$ cat src/rtl/core/ufms_pkg.sv
// shared types and constants of the disjoint-set engine
`timescale 1ns / 1ps
`default_nettype none
package ufms_pkg;

   localparam int UFMS_MAX_ELEMENTS = 1024;
   localparam int ELEM_W = 11;
   localparam int COUNT_W = 11;
   localparam int SUM_W = 20;
   localparam logic [ELEM_W-1:0] ELEMENT_COUNT_RESET = 11'd1024;

   typedef enum logic [1:0] {
      OP_UNION = 2'd0,
      OP_MOVE  = 2'd1,
      OP_QUERY = 2'd2,
      OP_CLEAR = 2'd3
   } op_type;

   typedef enum logic [2:0] {
      SEL_CUR,
      SEL_WALK,
      SEL_FIRST,
      SEL_SECOND,
      SEL_RA,
      SEL_RB
   } addr_sel_type;

   typedef struct packed {
      logic         latch;
      logic         clr_init;
      logic         clr_run;
      addr_sel_type rd_sel;
      logic         save_ra;
      logic         save_rb;
      logic         cap_a;
      logic         cap_b;
      logic         wr_a;
      logic         wr_b;
      logic         rsp_load;
   } cmd_type;

   typedef struct packed {
      op_type op;
      logic   a_ok;
      logic   b_ok;
      logic   root_hit;
      logic   same_root;
      logic   clr_done;
      logic   rsp_busy;
   } status_type;

endpackage
`default_nettype wire

$ cat src/rtl/core/ufms_ctrl.sv
// controller state machine of the disjoint-set engine
`timescale 1ns / 1ps
`default_nettype none
module ufms_ctrl
   import ufms_pkg::*;
(
   input  wire logic       clock,
   input  wire logic       reset,
   input  wire logic       req_valid,
   output logic            req_stall,
   input  wire logic       csr_write_enable,
   input  wire status_type status,
   output cmd_type         cmd
);

   typedef enum logic [3:0] {
      S_CLEAR,
      S_IDLE,
      S_DEC,
      S_FA,
      S_FB,
      S_RDB,
      S_CAPB,
      S_WRA,
      S_WRB,
      S_QCAP
   } state_type;

   state_type state_ff, state_in;

   assign req_stall = (state_ff != S_IDLE) || csr_write_enable;

   always_comb begin
      state_in = state_ff;
      cmd = '0;
      cmd.rd_sel = SEL_CUR;
      case (state_ff)
         S_CLEAR: begin
            cmd.clr_run = 1'b1;
            if (status.clr_done) begin
               state_in = S_IDLE;
            end
         end
         S_IDLE: begin
            if (req_valid && !csr_write_enable) begin
               cmd.latch = 1'b1;
               state_in = S_DEC;
            end
         end
         S_DEC: begin
            if (status.op == OP_CLEAR) begin
               cmd.clr_init = 1'b1;
               state_in = S_CLEAR;
            end else if (!status.a_ok) begin
               state_in = S_IDLE;
            end else if (status.op != OP_QUERY && !status.b_ok) begin
               state_in = S_IDLE;
            end else begin
               cmd.rd_sel = SEL_FIRST;
               state_in = S_FA;
            end
         end
         S_FA: begin
            if (status.root_hit) begin
               cmd.save_ra = 1'b1;
               if (status.op == OP_QUERY) begin
                  cmd.rd_sel = SEL_CUR;
                  state_in = S_QCAP;
               end else begin
                  cmd.rd_sel = SEL_SECOND;
                  state_in = S_FB;
               end
            end else begin
               cmd.rd_sel = SEL_WALK;
            end
         end
         S_FB: begin
            if (status.root_hit) begin
               cmd.save_rb = 1'b1;
               if (status.same_root) begin
                  state_in = S_IDLE;
               end else begin
                  cmd.rd_sel = SEL_RA;
                  state_in = S_RDB;
               end
            end else begin
               cmd.rd_sel = SEL_WALK;
            end
         end
         S_RDB: begin
            cmd.rd_sel = SEL_RB;
            cmd.cap_a = 1'b1;
            state_in = S_CAPB;
         end
         S_CAPB: begin
            cmd.cap_b = 1'b1;
            state_in = S_WRA;
         end
         S_WRA: begin
            cmd.wr_a = 1'b1;
            state_in = (status.op == OP_MOVE) ? S_WRB : S_IDLE;
         end
         S_WRB: begin
            cmd.wr_b = 1'b1;
            state_in = S_IDLE;
         end
         S_QCAP: begin
            cmd.rd_sel = SEL_CUR;
            if (!status.rsp_busy) begin
               cmd.rsp_load = 1'b1;
               state_in = S_IDLE;
            end
         end
         default: begin
            state_in = S_IDLE;
         end
      endcase
      if (csr_write_enable) begin
         cmd.clr_init = 1'b1;
         cmd.latch = 1'b0;
         state_in = S_CLEAR;
      end
   end

   always_ff @(posedge clock) begin
      if (reset) begin
         state_ff <= S_CLEAR;
      end else begin
         state_ff <= state_in;
      end
   end

   a_load_free: assert property (@(posedge clock) disable iff (reset)
      cmd.rsp_load |-> !status.rsp_busy)
      else $error("response loaded over a pending beat");
   a_cap_order: assert property (@(posedge clock) disable iff (reset)
      cmd.cap_a && !csr_write_enable |=> cmd.cap_b || csr_write_enable)
      else $error("second capture did not follow the first");
   a_wrb_after_wra: assert property (@(posedge clock) disable iff (reset)
      cmd.wr_b |-> $past(cmd.wr_a))
      else $error("second write without first write");
   a_clear_no_accept: assert property (@(posedge clock) disable iff (reset)
      cmd.clr_run |-> req_stall)
      else $error("item accepted during clearing pass");

endmodule
`default_nettype wire

$ cat config.mk
export PLATFORM = sky130hd
export DESIGN_NAME = ufms_ctrl
export DESIGN_NICKNAME = d
export VERILOG_FILES = /design/src/rtl/core/ufms_pkg.sv /design/src/rtl/core/ufms_ctrl.sv
export SDC_FILE = /design/constraint.sdc
export NUM_CORES = 1
export LEC_CHECK = 0
export BUFFER_PORTS_ARGS = -buffer_cell sky130_fd_sc_hd__buf_2
export CAP_MARGIN = 15
export CORE_AREA = 2 2 39 41
export CTS_CLUSTER_SIZE = 14
export DETAILED_ROUTE_END_ITERATION = 10
export DIE_AREA = 0 0 41 43
export PLACE_DENSITY = 0.72
export SKIP_CTS_REPAIR_TIMING = 1
export SYNTH_ARGS = -nofsm -noshare
export SYNTH_HDL_FRONTEND = slang
export SYNTH_SLANG_ARGS = --single-unit
$ cat constraint.sdc
create_clock -name clock -period 3.9 [get_ports clock]
set_clock_uncertainty 0.15 [all_clocks]
set_input_delay 0.195 -clock clock [delete_from_list [all_inputs] [get_ports clock]]
set_output_delay 0.195 -clock clock [all_outputs]
set_load 0.02 [all_outputs]
==> results of run 1 <==
[placed cells by master (no fill, tap or decap), types with 2 or more instances in the layout]
master / instances
nor2_1: 5
and2b_2: 2
or4_1: 2
nand3_1: 3
nor3_1: 8
and3_1: 2
nand2b_1: 4
clkbuf_4: 3
dfxtp_1: 4
nand2_1: 5
buf_2: 25
inv_1: 5
o211ai_1: 2
o21ai_0: 4
mux2i_1: 2
a21oi_1: 6
nor2b_1: 2
or2_2: 2
[logic make-up after synthesis]
family	count (synthesis)	share of synthesized area, %
flip-flops	4	14.6
AO/OA/AOI/OAI	22	28.8
multiplexers	2	3.65
buffers and inverters	11	9.82
AND/OR/NAND/NOR	41	43.2
[worst max-delay path by stage]
stage / start / to / slack (ps) / depth (start not counted)
2_1_floorplan: state_ff[3] / cmd[12] / 2040 / 4
5_1_grt: state_ff[2] / cmd[8] / 1730 / 5
3_3_place_gp: state_ff[2] / state_ff[3] / 2030 / 3
3_5_place_dp: state_ff[2] / state_ff[3] / 1980 / 3
4_1_cts: state_ff[2] / cmd[8] / 1820 / 4
6_report: state_ff[2] / cmd[8] / 1830 / 4
[worst max-delay path, cell delays in order, from the launching register on]
cell	delay [ps]
dfxtp_1	640
nor2_1	160
and3_1	210
a221o_2	320
buf_2	160
[per-stage QoR]
stage | hold WS (ps) | cell area, um2 | worst slack, ps
2_1_floorplan | 227 | 548 | 2040
3_3_place_gp | 379 | 658 | 2030
3_5_place_dp | 379 | 658 | 1980
4_1_cts | 138 | 681 | 1820
5_1_grt | 159 | 681 | 1730
6_report | 141 | 681 | 1830
[layer usage]
layer	part of all wire (%)	up-vias	GRT usage, %
met5	0	-	0
met4	0	0	2.00
met3	6.1	0	3.66
met2	46	25	28.4
met1	47	293	24.8
li1	-	339	-
[power groups by stage]
stage | Sequential (uW) | Combinational (uW) | Clock (uW)
global placement | 45.8 | 35.9 | 0
CTS | 45.2 | 36.3 | 51.1
global route | 45.7 | 40.0 | 54.0
finish | 45.3 | 36.2 | 48.8
floorplan | 43.4 | 24.8 | 0
detailed placement | 45.9 | 36.2 | 0
[area by class of cell]
cell class / count / area, um2
Fill cell: 149 / 703
Multi-Input combinational cell: 65 / 414
Timing Repair Buffer: 25 / 125
Sequential cell: 4 / 80.1
Clock buffer: 3 / 22.5
Tap cell: 16 / 20.0
Inverter: 5 / 18.8
==> metrics.md, run 1 <==
| Metric | Value |
|---|---|
| Most common cell in the netlist | `nor3_1` |
| Synthesized area | `548 um2` |
| GRT Residual Overflow | `0` |
| Power share of the clock group | `37.5%` |
| Die area | `0.00176 mm2` |
| ANT nets after route | `0` |
| Worst-path clk slew | `30 ps` |
| Die Ht | `43 um` |
| Layout cells sized above 1 | `36.3%` |
| Top cell type's share of synthesized area | `14.6%` |
| Core ar. | `0.00138 mm2` |
| # rows | `14` |
| CTS Buffer Depth | `2` |
| Post-synthesis async set-or-reset flop share | `0%` |
| Combinational power share | `27.8%` |
| Arr. time, crit path | `1720 ps` |
| Commonest cells in the netlist | `8 x nor3_1, 6 x a21oi_1, 5 x inv_1, 5 x nand2_1, 5 x nor2_1` |
| Vias in the first global route | `514` |
| Number of enable flip-flop cells after synthesis | `0` |
| Max-cap violations | `0` |
| Syn_nets | `92` |
| Rel. slew slack | `65.1%` |
| Largest Register | `state_ff` |
| Reg power frac | `34.8%` |
| Total track usage | `17.9%` |
| Total chip power | `130 uW` |
| DRC violations left | `0` |
| Routed WL | `1450 um` |
| RR Startpoint | `state_ff[2]` |
| Internal | `92.2 uW` |
| Starting DRT DRC Count | `22` |
| Starting Density | `39.6%` |
| Critical path launch point type | `register` |
| First-pass GRT wire length | `2270 um` |
| Seq/Total Area, Yosys | `14.6%` |
| Leakage | `0.000309 uW` |
| Synth Instances | `80` |
| NetSw | `38.2 uW` |
| WS Path Type | `reg2out` |
| Crit Path Max Fanout | `17` |
| Minimum clock period | `2070 ps` |
| Top cells by area, synth | `dfxtp_1 15%, nor3_1 7.3%, a21oi_1 5.5%` |
| Final core utilization | `49.2%` |
| Setup Total Neg Slack | `0 ps` |
| Main synth FF type | `dfxtp_1` |
| Mean Syn Cell Area | `6.85 um2` |
| Final Max Slew Viols | `0` |
| R2r endpoint | `state_ff[3]` |
| Diode count | `0` |
| Post-synth top area cell | `dfxtp_1` |
| IO Pins | `26` |
| Register bit total from synthesis | `4` |
| Non-filler instance count after layout | `118` |
| Min-Delay Startpoint | `reset` |
| Final HPWL DP | `1130 um` |
| RSZ-0062 raised after global routing | `no` |
| Total CTS buffers | `3` |
| Net Sw Frac | `29.3%` |
| Fin. Hold Viols | `0` |
| CTS HTree Levels | `1` |
| Clock sinks | `4` |
| Hold Crit Depth | `3` |
| DP Cell Count | `115` |
| Hold Path End | `state_ff[1]` |
| Setup-failing EPs final | `0` |
| Hold Crit Class | `in2reg` |
| Outcome | `completed` |
| Worst Path Required | `3560 ps` |
| Final net count | `116` |
| Largest net degree at the start of global routing | `18` |
| PD cells | `192 mW/mm2` |
| Final worst path period share | `53.1%` |
| Pin slew with the least headroom to its limit | `523 ps` |
| Root Driver | `clkbuf_4` |
| Vias per cell | `5.57` |
| CTS tree | `yes` |
| Regs by FF count | `state_ff x4` |
| Initial antenna violation count | `0` |
| FF-to-FF path depth | `3` |
| Distinct cells, synth | `36` |
| Placer's final routability congestion estimate | `0.873` |
| Syn. warnings | `0` |
| Port Buffers | `25` |
| Number of flip-flops in the largest register | `4` |
| Max VDD drop | `132 uV` |
| First drt pass iteration count | `3` |
| Max frequency | `483 MHz` |
| R2r setup slk | `1970 ps` |
| Worst skew pair latency | `230 ps` |
| Chip width | `41 um` |
| Vias | `657` |
| Avg WL per Cell | `12.3 um` |
| Layout area overhead | `24.2%` |
| CP Capture Type | `primary output` |
No activity file was read; power rests on OpenSTA's default activity.
==> inputs of run 2 (changes only) <==
--- a/config.mk
+++ b/config.mk
@@ -7,11 +7,10 @@
 export LEC_CHECK = 0
 export BUFFER_PORTS_ARGS = -buffer_cell sky130_fd_sc_hd__buf_2
 export CAP_MARGIN = 15
-export CORE_AREA = 2 2 39 41
+export CORE_UTILIZATION = 40
 export CTS_CLUSTER_SIZE = 14
 export DETAILED_ROUTE_END_ITERATION = 10
-export DIE_AREA = 0 0 41 43
-export PLACE_DENSITY = 0.72
+export PLACE_DENSITY = 0.73
 export SKIP_CTS_REPAIR_TIMING = 1
 export SYNTH_ARGS = -nofsm -noshare
 export SYNTH_HDL_FRONTEND = slang
==> constraint.sdc (replaced) <==
create_clock -name clock -period 1.7 [get_ports clock]
set_clock_uncertainty 0.15 [all_clocks]
set_input_delay 0.085 -clock clock [delete_from_list [all_inputs] [get_ports clock]]
set_output_delay 0.085 -clock clock [all_outputs]
set_load 0.02 [all_outputs]
==> run 2 against run 1 <==
Compared with the run above:
- via count up 11%
- critical path depth did not move
- sequential share of layout area decreased by 0.87 points
- combinational power grew to 3.0 times the previous value
- die area down 14%
- sequential power is 110% higher
- largest power group unchanged
==> metrics.md, run 2 (same netlist as run 1, synthesis figures left out) <==
| Metric | Value |
|---|---|
| Port Buffers | `25 (unchanged)` |
| Crit Path Max Fanout | `6 (was 17)` |
| CTS tree | `yes (unchanged)` |
| Placement-stage cell area | `733 um2 (was 658 um2)` |
| Net Sw Frac | `32.4% (was 29.3%)` |
| Worst skew pair latency | `250 ps (was 230 ps)` |
| RSZ-0062 raised after global routing | `yes (was no)` |
| Combinational power share | `33.0% (was 27.8%)` |
| Diode count | `0 (unchanged)` |
| Total track usage | `23.2% (was 17.9%)` |
| Setup-failing EPs final | `0 (unchanged)` |
| Internal | `224 uW (was 92.2 uW)` |
| IO Pins | `26 (unchanged)` |
| Layout cells sized above 1 | `52.2% (was 36.3%)` |
| Final Max Slew Viols | `0 (unchanged)` |
| Fin. Hold Viols | `0 (unchanged)` |
| Outcome | `completed (unchanged)` |
| Final worst path period share | `99.9%` |
| Core ar. | `0.00119 mm2 (was 0.00138 mm2)` |
| DRC violations left | `0 (unchanged)` |
| Worst Path Required | `1460 ps (was 3560 ps)` |
| Critical path launch point type | `register (unchanged)` |
| Number of flip-flops in the largest register | `4 (unchanged)` |
| Post-route cell area | `850 um2 (was 681 um2)` |
| Avg WL per Cell | `13.1 um (was 12.3 um)` |
| Placer's final routability congestion estimate | `0.830 (was 0.873)` |
| # rows | `12 (was 14)` |
| Slowest-stage cell, CP | `or3_4 (was dfxtp_1)` |
| Reg power frac | `28.9% (was 34.8%)` |
| Leakage | `0.000387 uW (was 0.000309 uW)` |
| First-pass GRT wire length | `2390 um (was 2270 um)` |
| Commonest non-fill, non-tap cells in the layout | `22 x buf_2, 11 x buf_4, 8 x nor3_1 (was 25 x buf_2, 8 x nor3_1, 6 x a21oi_1)` |
| Regs by FF count | `state_ff x4 (unchanged)` |
| Largest Register | `state_ff (unchanged)` |
| CTS Buffer Depth | `2 (unchanged)` |
| Final net count | `129 (was 116)` |
| CP Capture Type | `primary output (unchanged)` |
| Worst-path clk slew | `50 ps (was 30 ps)` |
| Max frequency | `589 MHz` |
| Non-filler instance count after layout | `129 (was 118)` |
| DP Cell Count | `123 (was 115)` |
| Largest net degree at the start of global routing | `11 (was 18)` |
| Rel. slew slack | `77.7% (was 65.1%)` |
| Root Driver | `clkbuf_4 (unchanged)` |
| Minimum clock period | `1700 ps` |
| Die area | `0.00152 mm2 (was 0.00176 mm2)` |
| NetSw | `107 uW (was 38.2 uW)` |
| Vias | `729 (was 657)` |
| Critical path, cell by cell | `or2_4 -> or3_4 -> nor2_4 -> buf_6 (was nor2_1 -> and3_1 -> a221o_2 -> buf_2)` |
| Pin slew with the least headroom to its limit | `331 ps (was 523 ps)` |
| Clock sinks | `4 (unchanged)` |
| Routed WL | `1690 um (was 1450 um)` |
| Vias in the first global route | `537 (was 514)` |
| Power share of the clock group | `38.1% (was 37.5%)` |
| Chip width | `39.0 um (was 41 um)` |
| FF-to-FF path depth | `4 (was 3)` |
| WS Path Type | `reg2out (unchanged)` |
| Layout area overhead | `55.0% (was 24.2%)` |
| Initial antenna violation count | `0 (unchanged)` |
| Final HPWL DP | `1260 um (was 1130 um)` |
| CTS HTree Levels | `1 (unchanged)` |
| Setup ws final | `2.37 ps (was 1830 ps)` |
| Hold Crit Class | `in2reg (unchanged)` |
| Critical Path Max Stage Delay | `380 ps (was 640 ps)` |
| Vias per cell | `5.65 (was 5.57)` |
| Hold Crit Depth | `3 (unchanged)` |
| Starting Density | `46.2% (was 39.6%)` |
| Max-cap violations | `0 (unchanged)` |
| PD cells | `390 mW/mm2 (was 192 mW/mm2)` |
| Max VDD drop | `330 uV (was 132 uV)` |
| Die Ht | `39.0 um (was 43 um)` |
| Total CTS buffers | `3 (unchanged)` |
| Arr. time, crit path | `1460 ps (was 1720 ps)` |
| First drt pass iteration count | `4 (was 3)` |
| Leading cell type in the layout, fill and taps excluded | `buf_2 (unchanged)` |
| Setup slack at placement | `54.2 ps (was 1980 ps)` |
| GRT Residual Overflow | `0 (unchanged)` |
| Starting DRT DRC Count | `18 (was 22)` |
| ANT nets after route | `0 (unchanged)` |
==> run 2: changes by cell type in the layout (fill, tap and decap cells not counted), moves of 2 or more <==
cell / before / now
buf_4: 0 / 11
buf_6: 0 / 5
dfxtp_1: 4 / 0
buf_2: 25 / 22
dfxtp_4: 0 / 3
nor2_1: 5 / 3
nor2b_1: 2 / 0
==> run 2: power groups by stage <==
| stage | sequential, uW | combinational, uW | clock, uW |
|---|---|---|---|
| floorplan | 99.5 | 57.3 | 0 |
| global placement | 101 | 94.8 | 0 |
| detailed placement | 101 | 97.1 | 0 |
| CTS | 99.1 | 97.5 | 125 |
| global route | 95.9 | 119 | 133 |
| finish | 95.7 | 109 | 126 |
==> run 2: path summary, 6_finish.rpt <==
kind / startpoint / endpoint / slack (ps)
setup / recovery: state_ff[1] / cmd[12] / 2
hold reg to reg: state_ff[0] / state_ff[1] / 460
hold / removal: reset / state_ff[1] / 7
setup reg to reg: state_ff[1] / state_ff[2] / 110
==> run 2: layout make-up <==
cell class	count	area, um2
Clock buffer	3	22.5
Fill cell	98	337
Inverter	5	18.8
Multi-Input combinational cell	65	449
Sequential cell	4	92.6
Tap cell	14	17.5
Timing Repair Buffer	38	249
==> run 2: stage by stage <==
stage | power, uW | hold WS (ps) | setup TNS, ps | utilization (%)
after floorplan | 157 | 109 | 0 | -
after global placement | 196 | 270 | 0 | 61.8
after detailed placement | 198 | 274 | 0 | 61.8
after CTS | 322 | 24.7 | -365 | 63.7
after global routing | 348 | 38.5 | -44.8 | 71.6
final | 331 | 7.14 | 0 | 71.6
==> run 2: worst max-delay path, delay by kind of cell, from the launching register on <==
family / cells / cell delay [ps]
buffers and inverters: 1 / 120
flip-flops: 1 / 360
AND/OR/NAND/NOR: 3 / 740
==> run 2: routing by layer <==
layer	track usage [%]	vias up	routed length [um]
li1	-	368	-
met1	30.0	330	789
met2	37.5	27	818
met3	1.73	4	60
met4	12.9	0	24
met5	0	-	0
==> inputs of run 3 (changes only) <==
--- a/config.mk
+++ b/config.mk
@@ -5,11 +5,13 @@
 export SDC_FILE = /design/constraint.sdc
 export NUM_CORES = 1
 export LEC_CHECK = 0
+export ABC_CLOCK_PERIOD_IN_PS = 1700
 export BUFFER_PORTS_ARGS = -buffer_cell sky130_fd_sc_hd__buf_2
 export CAP_MARGIN = 15
 export CORE_UTILIZATION = 40
 export CTS_CLUSTER_SIZE = 14
 export DETAILED_ROUTE_END_ITERATION = 10
+export GPL_TIMING_DRIVEN = 0
 export PLACE_DENSITY = 0.73
 export SKIP_CTS_REPAIR_TIMING = 1
 export SYNTH_ARGS = -nofsm -noshare
==> run 3 against run 2 <==
Compared with the run above:
- the flow now finishes with violations (setup timing)
- combinational power rose by 7%
- setup slack worse by 11 ps
- via count grew 5.5%
- first-iteration DRC count decreased by 61%
- global-route usage is 0.32 points lower
- utilization grew 5.5 points
- routed wire length rose by 19%
- hold slack better by 35 ps
- critical path type is now reg2reg
==> metrics.md, run 3 (same netlist as run 1, synthesis figures left out) <==
| Metric | Value |
|---|---|
| Final HPWL DP | `1200 um (was 1260 um)` |
| CP bufs+invs | `2 (was 1)` |
| Total CTS buffers | `3 (unchanged)` |
| Clock sinks | `4 (unchanged)` |
| Worst skew pair latency | `240 ps (was 250 ps)` |
| Setup Total Neg Slack | `-10.3 ps (was 0 ps)` |
| Critical Path Max Stage Delay | `400 ps (was 380 ps)` |
| NetSw | `110 uW (was 107 uW)` |
| Routed WL | `2020 um (was 1690 um)` |
| Regs by FF count | `state_ff x4 (unchanged)` |
| Starting Density | `46.2% (unchanged)` |
| Arr. time, crit path | `1690 ps (was 1460 ps)` |
| R2r setup slk | `-8 ps (was 110 ps)` |
| RR Startpoint | `state_ff[1] (unchanged)` |
| Worst setup path startpoint | `state_ff[1] (unchanged)` |
| Largest Register | `state_ff (unchanged)` |
| IO Pins | `26 (unchanged)` |
| Violations in the final reports | `setup timing` |
| Vias per cell | `5.87 (was 5.65)` |
| Max frequency | `585 MHz (was 589 MHz)` |
| WS Path Type | `reg2reg (was reg2out)` |
| Hold Crit Class | `in2reg (unchanged)` |
| CP Depth | `5 (was 4)` |
| Critical path launch point type | `register (unchanged)` |
| Pin slew with the least headroom to its limit | `506 ps (was 331 ps)` |
| Starting DRT DRC Count | `7 (was 18)` |
| Root Driver | `clkbuf_4 (unchanged)` |
| Vias | `769 (was 729)` |
| Minimum clock period | `1710 ps (was 1700 ps)` |
| FF-to-FF path depth | `5 (was 4)` |
| Vias in the first global route | `579 (was 537)` |
| Slowest-stage cell, CP | `nor4bb_1 (was or3_4)` |
| Layout cells sized above 1 | `56.4% (was 52.2%)` |
| Number of flip-flops in the largest register | `4 (unchanged)` |
| Final Max Slew Viols | `0 (unchanged)` |
| Final net count | `131 (was 129)` |
| ANT nets after route | `0 (unchanged)` |
| Die area | `0.00152 mm2 (unchanged)` |
| Leading cell type in the layout, fill and taps excluded | `buf_2 (unchanged)` |
| Crit path to | `state_ff[3] (was cmd[12])` |
| Setup-failing EPs final | `2 (was 0)` |
| Placer's final routability congestion estimate | `0.875 (was 0.830)` |
| Largest net degree at the start of global routing | `11 (unchanged)` |
| Chip width | `39.0 um (unchanged)` |
| First drt pass iteration count | `4 (unchanged)` |
| Net Sw Frac | `32.5% (was 32.4%)` |
| Max-cap violations | `0 (unchanged)` |
| Largest delay contributor family on the critical path | `compound AO/OA/AOI/OAI gates (was simple AND/OR/NAND/NOR gates)` |
| Port Buffers | `25 (unchanged)` |
| Placement-stage cell area | `693 um2 (was 733 um2)` |
| CTS Buffer Depth | `2 (unchanged)` |
| Avg WL per Cell | `15.4 um (was 13.1 um)` |
| First-pass GRT wire length | `2380 um (was 2390 um)` |
| Max VDD drop | `463 uV (was 330 uV)` |
| Worst Path Required | `1680 ps (was 1460 ps)` |
| Power share of the clock group | `35.9% (was 38.1%)` |
| Initial antenna violation count | `0 (unchanged)` |
| Post-route cell area | `915 um2 (was 850 um2)` |
| CP Capture Type | `register (was primary output)` |
| Reg power frac | `29.5% (was 28.9%)` |
| Fin. Hold Viols | `0 (unchanged)` |
| CTS tree | `yes (unchanged)` |
| Worst-path clk slew | `30 ps (was 50 ps)` |
| Setup ws final | `-8.22 ps (was 2.37 ps)` |
| Total track usage | `22.9% (was 23.2%)` |
| Final worst path period share | `100% (was 99.9%)` |
| Die Ht | `39.0 um (unchanged)` |
| CTS HTree Levels | `1 (unchanged)` |
| RSZ-0062 raised after global routing | `yes (unchanged)` |
| Core ar. | `0.00119 mm2 (unchanged)` |
| Critical path, cell by cell | `buf_6 -> buf_4 -> nor4bb_1 -> a22oi_2 -> a2111oi_4 (was or2_4 -> or3_4 -> nor2_4 -> buf_6)` |
| GRT Residual Overflow | `0 (unchanged)` |
| Diode count | `0 (unchanged)` |
| Layout area overhead | `66.9% (was 55.0%)` |
| Leakage | `0.000404 uW (was 0.000387 uW)` |
| Combinational power share | `34.6% (was 33.0%)` |
| # rows | `12 (unchanged)` |
| Crit Path Max Fanout | `7 (was 6)` |
| Outcome | `complete, but fails checks (was completed)` |
| R2r endpoint | `state_ff[3] (was state_ff[2])` |
| Internal | `228 uW (was 224 uW)` |
| Fin Hold WS | `42.3 ps (was 7.14 ps)` |
| DRC violations left | `0 (unchanged)` |
| Commonest non-fill, non-tap cells in the layout | `23 x buf_2, 10 x buf_4, 8 x nor3_1 (was 22 x buf_2, 11 x buf_4, 8 x nor3_1)` |
| PD cells | `370 mW/mm2 (was 390 mW/mm2)` |
| Rel. slew slack | `65.8% (was 77.7%)` |
==> run 3: worst min path at each step <==
stage	start	to	slack (ps)	cells after the start
floorplan	status[0]	cmd[0]	110	1
global placement	reset	state_ff[1]	260	3
detailed placement	reset	state_ff[1]	260	3
CTS	reset	state_ff[1]	20	3
global route	reset	state_ff[3]	40	3
finish	reset	state_ff[1]	40	3
==> run 3: per-stage QoR <==
stage,power [uW],instances,setup slack (ps),util [%]
detailed placement,191,119,-106,58.4
CTS,314,122,-360,60.3
global placement,189,119,-75.9,58.4
global route,362,131,-79.0,77.1
floorplan,157,80,32.9,-
finish,338,131,-8.22,77.1
==> run 3: power by group through the flow <==
stage | logic (uW) | registers [uW] | clock network, uW
after floorplan | 57.3 | 99.5 | 0
after global placement | 89.5 | 100 | 0
after detailed placement | 91.3 | 100 | 0
after CTS | 91.6 | 98.6 | 124
after global routing | 126 | 100 | 135
final | 117 | 99.9 | 122
==> run 3: worst reg2reg max path: stages (launching register included) <==
cell and delay [ps]:
dfxtp_2 310, buf_6 130, buf_4 140, nor4bb_1 400
a22oi_2 190, a2111oi_4 290
==> run 3: layer usage <==
metal,global-route usage [%],up-vias,routed length (um)
li1,-,366,-
met1,25.9,354,872
met2,40.0,41,958
met3,8.67,8,139
met4,5.17,0,47
met5,0,-,0
==> run 3: final cells by class <==
cell class	count	area, um2
Clock buffer	3	22.5
Sequential cell	4	87.6
Inverter	5	22.5
Timing Repair Buffer	35	226
Buffer	5	60.1
Multi-Input combinational cell	65	478
Fill cell	93	272
Tap cell	14	17.5
